$ cat src/hdl/t4wk_pkg.sv
// ----------------------------------------------------------------------------
// t4wk_pkg
// Shared types and constants for the four-slot bone weight keeper.
// ----------------------------------------------------------------------------
package t4wk_pkg;

  localparam int VERTEX_COUNT = 4096;
  localparam int SLOTS        = 4;
  localparam int VIDX_W       = 12;
  localparam int BONE_W       = 8;
  localparam int WEIGHT_W     = 16;
  localparam int CNT_W        = 3;
  localparam int SLOT_W       = 2;
  // sum of four 16-bit weights
  localparam int SUM_W        = WEIGHT_W + SLOT_W;
  // partial remainder of the divider: always below twice the divisor
  localparam int REM_W        = SUM_W + 1;
  localparam int QUOT_W       = WEIGHT_W;
  localparam int STEP_W       = 4;

  localparam logic [WEIGHT_W-1:0] WEIGHT_ONE = 16'h8000;

  // word opcodes
  typedef enum logic {
    OP_ADD  = 1'b0,
    OP_READ = 1'b1
  } op_t;

  typedef struct packed {
    logic [SLOTS-1:0][BONE_W-1:0]   bone;
    logic [SLOTS-1:0][WEIGHT_W-1:0] wt;
  } row_t;

endpackage

$ cat src/hdl/t4wk_div.sv
// ----------------------------------------------------------------------------
// t4wk_div
// Bit-serial restoring divider: quot = floor(num * 2^15 / den), num <= den.
// ----------------------------------------------------------------------------
module t4wk_div (
  input  logic                              clk,
  input  logic                              rst,
  input  logic                              start,
  input  logic [t4wk_pkg::WEIGHT_W-1:0]     num,
  input  logic [t4wk_pkg::SUM_W-1:0]        den,
  output logic                              done,
  output logic [t4wk_pkg::QUOT_W-1:0]       quot
);

  logic                           active;
  logic [t4wk_pkg::STEP_W-1:0]    step;
  logic [t4wk_pkg::REM_W-1:0]     rem;
  logic [t4wk_pkg::SUM_W-1:0]     den_q;
  logic [t4wk_pkg::REM_W-1:0]     cand;
  logic [t4wk_pkg::REM_W-1:0]     diff;
  logic                           ge;

  // first step tests num >= den without a shift (integer bit of the quotient)
  assign cand = (step == '0) ? rem : {rem[t4wk_pkg::REM_W-2:0], 1'b0};
  assign ge   = cand >= {1'b0, den_q};
  assign diff = cand - {1'b0, den_q};

  always_ff @(posedge clk) begin
    if (rst) begin
      active <= 1'b0;
      done   <= 1'b0;
    end else begin
      done <= 1'b0;
      if (start) begin
        active <= 1'b1;
      end else if (active && step == {t4wk_pkg::STEP_W{1'b1}}) begin
        active <= 1'b0;
        done   <= 1'b1;
      end
    end
  end

  always_ff @(posedge clk) begin
    if (start) begin
      step  <= '0;
      rem   <= {{(t4wk_pkg::REM_W-t4wk_pkg::WEIGHT_W){1'b0}}, num};
      den_q <= den;
      quot  <= '0;
    end else if (active) begin
      step <= step + 1'b1;
      rem  <= ge ? diff : cand;
      quot <= {quot[t4wk_pkg::QUOT_W-2:0], ge};
    end
  end

endmodule

$ cat config.mk
export PLATFORM = sky130hd
export DESIGN_NAME = t4wk_div
export DESIGN_NICKNAME = d
export VERILOG_FILES = /design/src/hdl/t4wk_pkg.sv /design/src/hdl/t4wk_div.sv
export SDC_FILE = /design/constraint.sdc
export NUM_CORES = 1
export LEC_CHECK = 0
export ABC_AREA = 1
export ABC_CLOCK_PERIOD_IN_PS = 4800
export BUFFER_PORTS_ARGS = -buffer_cell sky130_fd_sc_hd__clkbuf_2
export CELL_PAD_IN_SITES_DETAIL_PLACEMENT = 2
export CELL_PAD_IN_SITES_GLOBAL_PLACEMENT = 2
export CORE_ASPECT_RATIO = 1.5
export CORE_MARGIN = 4
export CORE_UTILIZATION = 35
export CTS_CLUSTER_DIAMETER = 40
export DETAILED_ROUTE_END_ITERATION = 6
export GPL_TIMING_DRIVEN = 0
export PLACE_DENSITY = 0.9
export SLEW_MARGIN = 30
export SYNTH_ARGS = -nofsm -noshare
export SYNTH_HDL_FRONTEND = slang
export SYNTH_SLANG_ARGS = --single-unit
$ cat constraint.sdc
create_clock -name clk -period 4.8 [get_ports clk]
set_clock_uncertainty 0.15 [all_clocks]
set_input_delay 0.72 -clock clk [delete_from_list [all_inputs] [get_ports clk]]
set_output_delay 0.72 -clock clk [all_outputs]
set_load 0.02 [all_outputs]
Yosys cells after proc, flatten, opt, wreduce, memory -nomap -nowiden
Index checks and enable logic that the tools add are counted.
{"block": "word_totals", "mem_count": 0, "in_bits": 37, "ramBits": 0, "out_inout_bits": 17, "wordCells": 23, "mem_bits_ro": 0, "register_bits": 59, "latch_bits": 0}
{"block": "classes", "n_eq_ne": 1, "n_bitwise": 0, "n_div": 0, "n_mux": 7, "reduce_logical": 5, "shifts": 0, "addsub": 2, "multipliers": 0, "n_lt_le_gt_ge": 1}
{"op": "19-bit two-way mux", "n": 2}
{"op": "16-bit two-way mux", "n": 2}
{"op": "19-bit by 18-bit >= comparator with 1-bit output", "n": 1}
{"op": "19-bit by 18-bit subtractor with 19-bit output", "n": 1}
{"op": "4-bit by 1-bit adder with 4-bit output (second input constant)", "n": 1}
{"op": "4-bit == test (second input constant)", "n": 1}
{"op": "4-bit logical NOT", "n": 1}
{"op": "2-bit nonzero test", "n": 2}
{"op": "1-bit two-way mux", "n": 3}
{"op": "2-bit OR reduction", "n": 1}
{"op": "1-bit logical AND", "n": 1}

Depth between registers and ports, before layout
Gate-level depths: netlist of the first run.
{"block": "logic_depth", "ltp_word": 6, "ltp_mapped": 23}

Worst setup path before layout of the first run
No wires, ideal clock.
{"block": "synth_timing", "kind": "flip-flop to flip-flop", "startpoint": "reg step[0] (netlist bit)", "endpoint": "reg rem[13] (netlist bit) (data pin)", "path_buffers": 3, "path_stages_with_launch": 24, "path_slack_ns": 1.841, "t_arrival_ns": 2.556, "period_less_slack_ns": 2.959, "required_ns": 4.397, "path_cell_list": "dfxtp_1 inv_1 ha_1 nand3_4 buf_2 buf_2 nand2_1 o21ai_0 ha_1 nand2_2 inv_1 nand2_1 nand2_2 nand2_1 nand3_2 nand2_1 nand2_1 nand2_2 nand2_4 inv_4 buf_6 nand3_2 nand3_1 nand2_1"}
{"block": "synth_via", "elab_chain_cells": 6, "elab_cells_between_ends": 7}
{"element": "from (decl)", "line": "t4wk_div.sv:16", "rtl": "logic [t4wk_pkg::STEP_W-1:0] step;"}
{"element": "from (signal assigned)", "line": "t4wk_div.sv:50", "rtl": "step <= step + 1'b1;"}
{"element": "4-bit logical NOT *", "line": "t4wk_div.sv:24", "rtl": "assign cand = (step == '0) ? rem : {rem[t4wk_pkg::REM_W-2:0], 1'b0};"}
{"element": "19-bit two-way mux *", "line": "t4wk_div.sv:24"}
{"element": "19-bit by 18-bit subtractor with 19-bit output / 19-bit by 18-bit >= comparator with 1-bit output (equally long branches)", "line": "t4wk_div.sv:26, t4wk_div.sv:25"}
{"element": "19-bit two-way mux *", "line": "t4wk_div.sv:51", "rtl": "rem <= ge ? diff : cand;"}
{"element": "16-bit two-way mux *", "line": "t4wk_div.sv:49", "rtl": "end else if (active) begin"}
{"element": "16-bit two-way mux *", "line": "t4wk_div.sv:44", "rtl": "if (start) begin"}
{"element": "to (signal assigned)", "line": "t4wk_div.sv:46", "rtl": "rem <= {{(t4wk_pkg::REM_W-t4wk_pkg::WEIGHT_W){1'b0}}, num};"}
{"element": "to (signal assigned)", "line": "t4wk_div.sv:51"}
{"element": "to (decl)", "line": "t4wk_div.sv:17", "rtl": "logic [t4wk_pkg::REM_W-1:0] rem;"}
Every way passes the cells marked *; elsewhere a longest branch is shown, timed or not. The select of a mux whose other input is x is not followed.
A chain may end at the register's enable or synchronous reset.

Worst setup path after layout of the first run
{"block": "layout_timing", "startpoint": "reg step[1] (netlist bit)", "endpoint": "reg rem[0] (netlist bit) (data pin)"}
Same word-level chain as after synthesis.

==> results of run 1 <==
logic make-up (layout without fill, tap and decap cells):
family | count (synthesis) | after routing | share of synthesized area
compound gates | 76 | 76 | 0.110
xor+xnor | 12 | 12 | 0.0279
fa+ha+maj | 21 | 21 | 0.0718
buf+inv | 86 | 155 | 0.0950
flops | 59 | 59 | 0.404
simple gates | 256 | 256 | 0.291
power by group:
part / switching (W) / leakage (nW) / internal (W) / total (W)
registers: 0.0000386 / 0.545 / 0.000615 / 0.000654
logic: 0.000686 / 1.58 / 0.000323 / 0.00101
clock network: 0.000252 / 0.131 / 0.000378 / 0.000630
total: 0.000977 / 2.26 / 0.00132 / 0.00229
per-layer routing:
metal	vias up	track usage	share of wire
met5	-	0	0
met4	0	0.126	0.040
met3	40	0.0552	0.034
met2	92	0.486	0.56
met1	1873	0.263	0.37
li1	1756	-	-
Yosys cell counts:
cell type  instances  area (um2)
a21o_1             2        15.0
a21oi_1           30         150
a31oi_1            1        6.26
buf_2              5        25.0
buf_4              1        7.51
buf_6              3        33.8
clkbuf_1           8        30.0
dfxtp_1           25         500
edfxtp_1          34        1020
fa_1               1        20.0
ha_1              20         250
inv_1             62         233
inv_2              6        22.5
inv_4              1        6.26
nand2_1          151         567
nand2_2            9        56.3
nand2_4            1        11.3
nand3_1           19        95.1
nand3_2            5        50.1
nand3_4            1        17.5
nand3b_1           1        7.51
nand4_1            4        25.0
nor2_1            57         214
nor2_2             2        12.5
nor3_1             3        15.0
nor4_2             1        12.5
o211ai_1           3        22.5
o211ai_2           1        12.5
o21ai_0           36         180
o21ai_1            1        5.00
o21ai_4            1        16.3
o21bai_1           1        7.51
or2_1              1        6.26
or2_2              1        6.26
xnor2_1            5        43.8
xor2_1             7        61.3
registers in the layout, indices dropped and copies added (netlist names):
name    count
active      1
rem        19
step        4
den_q      18
done        1
quot       16
worst max-delay path: cells and delay by family, from the launching register on:
kind | cells | cell delay (ps)
buffers and inverters | 5 | 1050
adder cells (fa/ha/maj) | 2 | 610
flip-flops | 1 | 330
AO/OA/AOI/OAI | 2 | 370
AND/OR/NAND/NOR | 12 | 1230
per-stage QoR:
step                      utilization  hold slack (ps)  std cells  setup WS, ps  power [W]
after floorplan                     -              306        510          1840    0.00132
after global placement          0.400              326        707          1180    0.00154
after detailed placement        0.400              348        707           941    0.00162
after CTS                       0.427              358        723           808    0.00230
after global routing            0.427              392        723           529    0.00244
final                           0.427              354        723           792    0.00229
final cells by class:
type	instances	area [um2]	area share
Sequential cell	59	1520	0.339
Inverter	69	262	0.0582
Clock buffer	12	258	0.0574
Clock inverter	4	23.8	0.00529
Buffer	17	96.3	0.0214
Multi-Input combinational cell	365	1890	0.420
Timing Repair Buffer	53	265	0.0590
Tap cell	144	180	0.0401
worst max path at each step:
stage	from	end	slack (ps)
global placement	step[0]	rem[13]	1180
detailed placement	step[0]	rem[2]	940
CTS	step[1]	rem[0]	810
floorplan	step[0]	rem[13]	1840
global route	step[1]	rem[0]	530
finish	step[1]	rem[0]	790
==> results.sh, run 1 <==
export IMPL_status="completed"
export IMPL_hp_start="step[3]"
export IMPL_period_share=0.835
export IMPL_critPathCaptureType="register"
export IMPL_fin_nets=632
export IMPL_vias=3761
export IMPL_grt_max_degree=21
export IMPL_worstHoldPathType="register to register"
export IMPL_hold_depth=2
export IMPL_critical_path_required_ps=4740
export IMPL_post_drt_via_cell_ratio=5.20
export IMPL_dp_hpwl_mm=10.8
export IMPL_die_x_um=92.7
export IMPL_cts_post_setup_buffers_inserted=0
export IMPL_max_cap_viol_count=0
export IMPL_finalWirelength_mm=15.1
export IMPL_netlist_area_um2=3770
export IMPL_place_port_buffers=53
export IMPL_antenna_found_initial=0
export IMPL_slew_violations=0
export IMPL_critPathMostFrequentCell="nand2_1"
export IMPL_min_period_ps=4010
export IMPL_reg2reg_to="rem[0]"
export IMPL_post_cts_resized=0
export IMPL_setup_viol=0
export IMPL_worstSetupStartpointType="register"
export IMPL_drtIter0Drc=169
export IMPL_reg2reg_depth=21
export IMPL_htree_num_levels=3
export IMPL_hold_viol=0
export IMPL_fill_cells=1214
export IMPL_first_pass_iters=4
export IMPL_peakVddDrop_v=0.000308
export IMPL_grt_setup_unrepaired="no"
export IMPL_core_um2=10500
export IMPL_worstPathArrival_ps=3950
export IMPL_critPathKind="register to register"
export IMPL_fin_area_um2=4490
export IMPL_slowest_stage="clkbuf_1"
export IMPL_clk_pin_slew_worst_paths_ps=50
export IMPL_track_usage=0.257
export IMPL_area_delta_synth_final_pct=19.3
export IMPL_max_stage_delay_ps=450
export IMPL_relSlewSlack=0.472
export IMPL_tritoncts="built"
export IMPL_row_count=46
export IMPL_drive_gt1_frac=0.180
export IMPL_layout_commonest_cell="nand2_1"
export IMPL_wl_per_cell_um=20.9
export IMPL_initial_core_util=0.358
export IMPL_tightest_slew_ps=792
export IMPL_io_pins=54
export IMPL_syn_nets=568
export IMPL_clk_path_buf_depth=2
export IMPL_placed_area_um2=4210
export IMPL_final_cell_mix="151 x nand2_1, 62 x inv_1, 57 x nor2_1, 53 x clkbuf_2, 36 x o21ai_0"
export IMPL_yosys_cell_types_count=36
export IMPL_avgSynthCellArea_um2=7.38
export IMPL_whs_endpoint="done"
export IMPL_cellPowerDensity_nw_per_um2=510
export IMPL_leakagePower_nw=2.26
export IMPL_synth_seq_area_share=0.404
export IMPL_r2r_start="step[1]"
export IMPL_gp_congestion=0.867
export IMPL_grt_pass1_wl_mm=24.2
export IMPL_max_freq_mhz=250
export IMPL_dieArea_um2=12500
export IMPL_critPathMaxFanout=10
export IMPL_syn_inst=510
export IMPL_synth_seq_cells=59
export IMPL_cts_sinks=59
export IMPL_grt_overflow=0
export IMPL_cts_hold_buf=0
export IMPL_remaining_drc_errors=0
export IMPL_antenna_cells=0
export IMPL_ys_warn_count=0
export IMPL_drtAntennaViolNets=0
export IMPL_grt_pass1_vias=4468
export IMPL_numCtsBuffers=9
export IMPL_crit_path_cell_trace="inv_1 > ha_1 > nand3_4 > inv_1 > clkbuf_1 > nand2_1 > o21ai_0 > ha_1 > nand2_1 > nand2_1 > a21oi_1 > nand3_2 > nand2_1 > nand2_1 > nand2_2 > nand2_4 > inv_4 > buf_6 > nand2_1 > nand3_1 > nand2_1"
export IMPL_rrSetupSlack_ps=790
export IMPL_clock_latency_ps=350
export IMPL_chipHeight_um=135
export IMPL_cts_root_buf="clkbuf_16"
export IMPL_setup_tns_ps=0
(Power assumes the default switching activity.)
==> run 2, diff against run 1 <==
--- a/config.mk
+++ b/config.mk
@@ -6,17 +6,17 @@
 export NUM_CORES = 1
 export LEC_CHECK = 0
 export ABC_AREA = 1
-export ABC_CLOCK_PERIOD_IN_PS = 4800
+export ABC_CLOCK_PERIOD_IN_PS = 3900
 export BUFFER_PORTS_ARGS = -buffer_cell sky130_fd_sc_hd__clkbuf_2
 export CELL_PAD_IN_SITES_DETAIL_PLACEMENT = 2
 export CELL_PAD_IN_SITES_GLOBAL_PLACEMENT = 2
 export CORE_ASPECT_RATIO = 1.5
 export CORE_MARGIN = 4
-export CORE_UTILIZATION = 35
+export CORE_UTILIZATION = 33
 export CTS_CLUSTER_DIAMETER = 40
 export DETAILED_ROUTE_END_ITERATION = 6
 export GPL_TIMING_DRIVEN = 0
-export PLACE_DENSITY = 0.9
+export PLACE_DENSITY = 0.85
 export SLEW_MARGIN = 30
 export SYNTH_ARGS = -nofsm -noshare
 export SYNTH_HDL_FRONTEND = slang
==> constraint.sdc (replaced) <==
create_clock -name clk -period 3.9 [get_ports clk]
set_clock_uncertainty 0.15 [all_clocks]
set_input_delay 0.585 -clock clk [delete_from_list [all_inputs] [get_ports clk]]
set_output_delay 0.585 -clock clk [all_outputs]
set_load 0.02 [all_outputs]
==> run 2 against run 1 <==
  * First-iteration DRC count decreased by 16%
  * Combinational power rose by 26%
  * Design area increased by 2.1%
  * Worst setup slack lost 620 ps
  * Utilization is 1.4 points lower
  * Via count down 1.4%
  * Critical path type unchanged
  * Critical endpoint is now rem[9]
  * Highest routed layer unchanged
==> results.sh, run 2 (synthesis gave the netlist of run 1 again) <==
export IMPL_status="completed"
export IMPL_largest_reg_flops=19
export IMPL_max_stage_delay_ps=410
export IMPL_grt_pass1_wl_mm=22.8
export IMPL_drtAntennaViolNets=0
export IMPL_gp_congestion=0.840
export IMPL_clk_pin_slew_worst_paths_ps=60
export IMPL_clk_path_buf_depth=2
export IMPL_remaining_drc_errors=0
export IMPL_fill_cells=1311
export IMPL_row_count=47
export IMPL_crit_path_cell_trace="inv_1 > ha_1 > nand3_4 > buf_6 > buf_4 > nand2_1 > o21ai_1 > ha_1 > nand2_1 > nand2_1 > inv_1 > nand2_1 > nand2_1 > nand3_2 > nand2_1 > nand2_1 > nand2_2 > nand2_4 > buf_6 > o211ai_1 > nand2_1"
export IMPL_post_drt_via_cell_ratio=5.06
export IMPL_cellPowerDensity_nw_per_um2=620
export IMPL_fin_nets=639
export IMPL_critPathCaptureType="register"
export IMPL_busiest_layer="met2"
export IMPL_antenna_cells=0
export IMPL_drive_gt1_frac=0.200
export IMPL_use_met3=0.0429
export IMPL_cts_sinks=59
export IMPL_chipHeight_um=139
export IMPL_slew_violations=0
export IMPL_htree_num_levels=3
export IMPL_track_usage=0.229
export IMPL_dp_hpwl_mm=10.3
export IMPL_fin_ws_ps=173
export IMPL_initial_core_util=0.339
export IMPL_dieArea_um2=13200
export IMPL_utilization=0.413
export IMPL_io_pins=54
export IMPL_min_period_ps=3730
export IMPL_layout_commonest_cell="nand2_1"
export IMPL_peakVddDrop_v=0.000310
export IMPL_pre_cts_slack_ps=61.0
export IMPL_setup_viol=0
export IMPL_relSlewSlack=0.488
export IMPL_worstHoldPathType="primary input to register"
export IMPL_fin_hold_ws_ps=262
export IMPL_slowest_stage="dfxtp_1"
export IMPL_met1_usage=0.228
export IMPL_cts_root_buf="clkbuf_16"
export IMPL_finalWirelength_mm=14.7
export IMPL_grt_overflow=0
export IMPL_numCtsBuffers=9
export IMPL_vias=3709
export IMPL_critPathMaxFanout=10
export IMPL_place_port_buffers=53
export IMPL_critPathKind="register to register"
export IMPL_worstSetupStartpointType="register"
export IMPL_critical_path_required_ps=3820
export IMPL_reg_largest_list="rem x19, den_q x18, quot x16"
export IMPL_die_x_um=95.2
export IMPL_wl_per_cell_um=20.0
export IMPL_grt_max_degree=21
export IMPL_core_um2=11100
export IMPL_area_delta_synth_final_pct=21.8
export IMPL_setup_tns_ps=0
export IMPL_leakagePower_nw=2.29
export IMPL_max_freq_mhz=268
export IMPL_grt_util_met2=0.444
export IMPL_antenna_found_initial=0
export IMPL_drtIter0Drc=142
export IMPL_clock_latency_ps=340
export IMPL_tightest_slew_ps=765
export IMPL_final_cell_mix="151 x nand2_1, 61 x inv_1, 57 x nor2_1, 53 x clkbuf_2, 34 x edfxtp_1"
export IMPL_grt_setup_unrepaired="no"
export IMPL_critPathMostFrequentCell="nand2_1"
export IMPL_max_cap_viol_count=0
export IMPL_period_share=0.956
export IMPL_worstPathArrival_ps=3650
export IMPL_tritoncts="built"
export IMPL_first_pass_iters=6
export IMPL_grt_pass1_vias=4329
export IMPL_hold_viol=0
export IMPL_regMostFlops="rem"
==> run 2: through the flow <==
stage               std cells  cell area, um2  total power, W
floorplan                 510            3770         0.00163
detailed placement        710            4220         0.00197
global placement          710            4220         0.00191
finish                    733            4590         0.00284
global route              733            4590         0.00302
CTS                       726            4490         0.00279
==> run 2: area by class of cell <==
class | instances | area [um2] | area share
multi-input combinational | 365 | 1920 | 0.418
sequential | 59 | 1520 | 0.332
timing repair buffer | 60 | 318 | 0.0693
inverter | 69 | 265 | 0.0578
clock buffer | 12 | 246 | 0.0538
tap | 147 | 184 | 0.0401
buffer | 17 | 109 | 0.0237
clock inverter | 4 | 26.3 | 0.00573
==> run 2: per-layer routing <==
metal,share of wire,vias to the layer above
met4,0.021,0
met2,0.58,75
met5,0,-
met1,0.36,1830
met3,0.037,23
li1,-,1781
==> run 2: what timing repair did <==
action / in CTS / in global routing
hold buffers: 0 / 0
resized for setup: 2 / 17
endpoints found under the setup margin: 4 / 17
setup buffers: 0 / 7
pin swaps: 0 / 9
==> run 2: worst max-delay path: cells and delay by family, from the launching register on <==
family	cells	cell delay (ps)
and+or+nand+nor	12	1260
adders and majority gates	2	550
DFF	1	410
buffers and inverters	5	660
AOI/OAI and AO/OA	2	440
==> run 2: final timing paths <==
path           start        to  slack (ps)  cells past startpoint
max          step[0]    rem[9]         170                     21
max reg2reg  step[0]    rem[9]         170                     21
min reg2reg  quot[3]   quot[4]         360                      2
min           den[6]  den_q[6]         260                      1
==> run 2: power breakdown <==
group	leakage [nW]	internal [W]	total, W	switching [W]
registers	0.545	0.000757	0.000801	0.0000446
clock network	0.133	0.000447	0.000765	0.000318
logic	1.62	0.000437	0.00127	0.000838
total	2.29	0.00164	0.00284	0.00120
==> run 3, diff against run 2 <==
--- a/config.mk
+++ b/config.mk
@@ -6,7 +6,7 @@
 export NUM_CORES = 1
 export LEC_CHECK = 0
 export ABC_AREA = 1
-export ABC_CLOCK_PERIOD_IN_PS = 3900
+export ABC_CLOCK_PERIOD_IN_PS = 4100
 export BUFFER_PORTS_ARGS = -buffer_cell sky130_fd_sc_hd__clkbuf_2
 export CELL_PAD_IN_SITES_DETAIL_PLACEMENT = 2
 export CELL_PAD_IN_SITES_GLOBAL_PLACEMENT = 2
==> constraint.sdc (replaced) <==
create_clock -name clk -period 4.1 [get_ports clk]
set_clock_uncertainty 0.15 [all_clocks]
set_input_delay 0.615 -clock clk [delete_from_list [all_inputs] [get_ports clk]]
set_output_delay 0.615 -clock clk [all_outputs]
set_load 0.02 [all_outputs]
==> run 3 against run 2 <==
  * Design area down 1.7%
  * Flip-flop and latch count unchanged
  * Hold slack better by 27 ps
  * Largest power group unchanged
  * Highest routed layer unchanged
==> results.sh, run 3 (synthesis gave the netlist of run 1 again) <==
export IMPL_regMostFlops="rem"
export IMPL_p_total_w=0.00265
export IMPL_cp_buffers_inverters=6
export IMPL_cts_sinks=59
export IMPL_placed_area_um2=4220
export IMPL_place_port_buffers=53
export IMPL_critPathMaxFanout=10
export IMPL_dieArea_um2=13200
export IMPL_critPathKind="register to register"
export IMPL_die_x_um=95.2
export IMPL_tightest_slew_ps=742
export IMPL_critical_path_required_ps=4020
export IMPL_gp_congestion=0.840
export IMPL_hold_depth=1
export IMPL_drtIter0Drc=138
export IMPL_hp_start="den[6]"
export IMPL_clock_latency_ps=350
export IMPL_final_cell_mix="151 x nand2_1, 62 x inv_1, 57 x nor2_1, 54 x clkbuf_2, 35 x o21ai_0"
export IMPL_row_count=47
export IMPL_io_pins=54
export IMPL_whs_endpoint="den_q[6]"
export IMPL_fin_area_um2=4510
export IMPL_drtAntennaViolNets=0
export IMPL_slew_violations=0
export IMPL_reg_largest_list="rem x19, den_q x18, quot x16"
export IMPL_tritoncts="built"
export IMPL_layout_commonest_cell="nand2_1"
export IMPL_core_um2=11100
export IMPL_relSlewSlack=0.504
export IMPL_first_pass_iters=4
export IMPL_status="completed"
export IMPL_antenna_cells=0
export IMPL_remaining_drc_errors=0
export IMPL_grt_max_degree=21
export IMPL_cts_hold_buf=0
export IMPL_post_drt_via_cell_ratio=5.05
export IMPL_drive_gt1_frac=0.186
export IMPL_fin_nets=633
export IMPL_rrSetupSlack_ps=290
export IMPL_critPathCaptureType="register"
export IMPL_clk_pin_slew_worst_paths_ps=60
export IMPL_grt_pass1_vias=4331
export IMPL_reg2reg_to="rem[9]"
export IMPL_fill_cells=1306
export IMPL_dp_hpwl_mm=10.3
export IMPL_highest_layer="met4"
export IMPL_hold_viol=0
export IMPL_track_usage=0.229
export IMPL_setup_viol=0
export IMPL_period_share=0.929
export IMPL_slowest_stage="dfxtp_1"
export IMPL_wl_met2_mm=8.29
export IMPL_initial_core_util=0.339
export IMPL_utilization=0.405
export IMPL_cellPowerDensity_nw_per_um2=587
export IMPL_max_freq_mhz=263
export IMPL_peakVddDrop_v=0.000294
export IMPL_finalWirelength_mm=14.3
export IMPL_htree_num_levels=3
export IMPL_critPathMostFrequentCell="nand2_1"
export IMPL_antenna_found_initial=0
export IMPL_wl_met3_um=469
export IMPL_grt_pass1_wl_mm=22.8
export IMPL_wl_met1_mm=5.19
export IMPL_max_cap_viol_count=0
export IMPL_worstPathArrival_ps=3730
export IMPL_min_period_ps=3810
export IMPL_cts_root_buf="clkbuf_16"
export IMPL_largest_reg_flops=19
export IMPL_wl_per_cell_um=19.7
export IMPL_r2r_start="step[0]"
export IMPL_area_delta_synth_final_pct=19.6
export IMPL_leakagePower_nw=2.27
export IMPL_worstHoldPathType="primary input to register"
export IMPL_grt_overflow=0
export IMPL_numCtsBuffers=9
export IMPL_chipHeight_um=139
export IMPL_critPathTopFamily="simple AND/OR/NAND/NOR gates"
export IMPL_crit_path_cell_trace="inv_1 > ha_1 > nand3_4 > inv_1 > clkbuf_2 > o21ai_0 > ha_1 > nand2_1 > inv_2 > nand2_2 > inv_1 > nand2_1 > nand3_2 > nand2_1 > nand2_1 > nand2_2 > nand2_4 > buf_6 > o211ai_1 > nand2_1"
export IMPL_max_stage_delay_ps=400
export IMPL_clk_path_buf_depth=2
export IMPL_worstSetupStartpointType="register"
export IMPL_reg2reg_depth=20
export IMPL_vias=3670
## run 3: changes by cell type in the layout (fill, tap and decap cells not counted)
cell        previous run  this run
o21ai_0               29        35
ha_1                  18        20
clkbuf_4               0         2
buf_4                 10         2
buf_6                  4         3
clkbuf_2              53        54
clkinvlp_4             2         1
inv_1                 61        62
o21ai_1                7         1
ha_4                   2         0
## run 3: metrics by stage
stage	cells	setup TNS, ps	setup slack (ps)	hold slack, ps
3_3_place_gp	710	0	457	326
3_5_place_dp	710	0	261	353
4_1_cts	726	0	98.3	291
5_1_grt	727	-2.96	-2.96	297
6_report	727	0	291	289
2_1_floorplan	510	0	1140	306
## run 3: cell type report
| type | instances | area (um2) | area share |
|---|---|---|---|
| Inverter | 69 | 262 | 0.0580 |
| Sequential cell | 59 | 1520 | 0.338 |
| Timing Repair Buffer | 54 | 273 | 0.0605 |
| Clock inverter | 4 | 26.3 | 0.00583 |
| Buffer | 17 | 103 | 0.0228 |
| Tap cell | 147 | 184 | 0.0408 |
| Multi-Input combinational cell | 365 | 1890 | 0.420 |
| Clock buffer | 12 | 246 | 0.0547 |
## run 3: routing by layer
layer	GRT usage	vias to the layer above
met2	0.444	65
met4	0.0951	0
met1	0.228	1808
met5	0	-
li1	-	1771
met3	0.0429	26
## run 3: worst reg2reg max path, stage by stage (launching register included)
cell	delay [ps]
dfxtp_1	400
inv_1	70
ha_1	230
nand3_4	130
inv_1	160
clkbuf_2	270
o21ai_0	350
ha_1	360
nand2_1	120
inv_2	50
nand2_2	80
inv_1	40
nand2_1	70
nand3_2	120
nand2_1	120
nand2_1	70
nand2_2	100
nand2_4	100
buf_6	160
o211ai_1	260
nand2_1	130
## run 3: worst max path at each step
stage                       start      end  slack [ps]  cells after the start
after CTS                 step[0]   rem[9]         100                     21
after detailed placement  step[0]  rem[13]         260                     21
after floorplan           step[0]  rem[13]        1140                     23
final                     step[0]   rem[9]         290                     20
after global placement    step[0]  rem[13]         460                     21
after global routing      step[1]   rem[9]          -3                     19
## run 3: power breakdown
group,leakage (nW),total [W],switching (W),internal (W)
Sequential,0.545,0.000761,0.0000408,0.000720
Combinational,1.59,0.00116,0.000772,0.000384
Clock,0.133,0.000730,0.000305,0.000425
## run 3: repair_timing
action                     4_1_cts  5_1_grt
gates resized for setup          0        6
setup buffers                    0        1
setup endpoints to repair        0       16
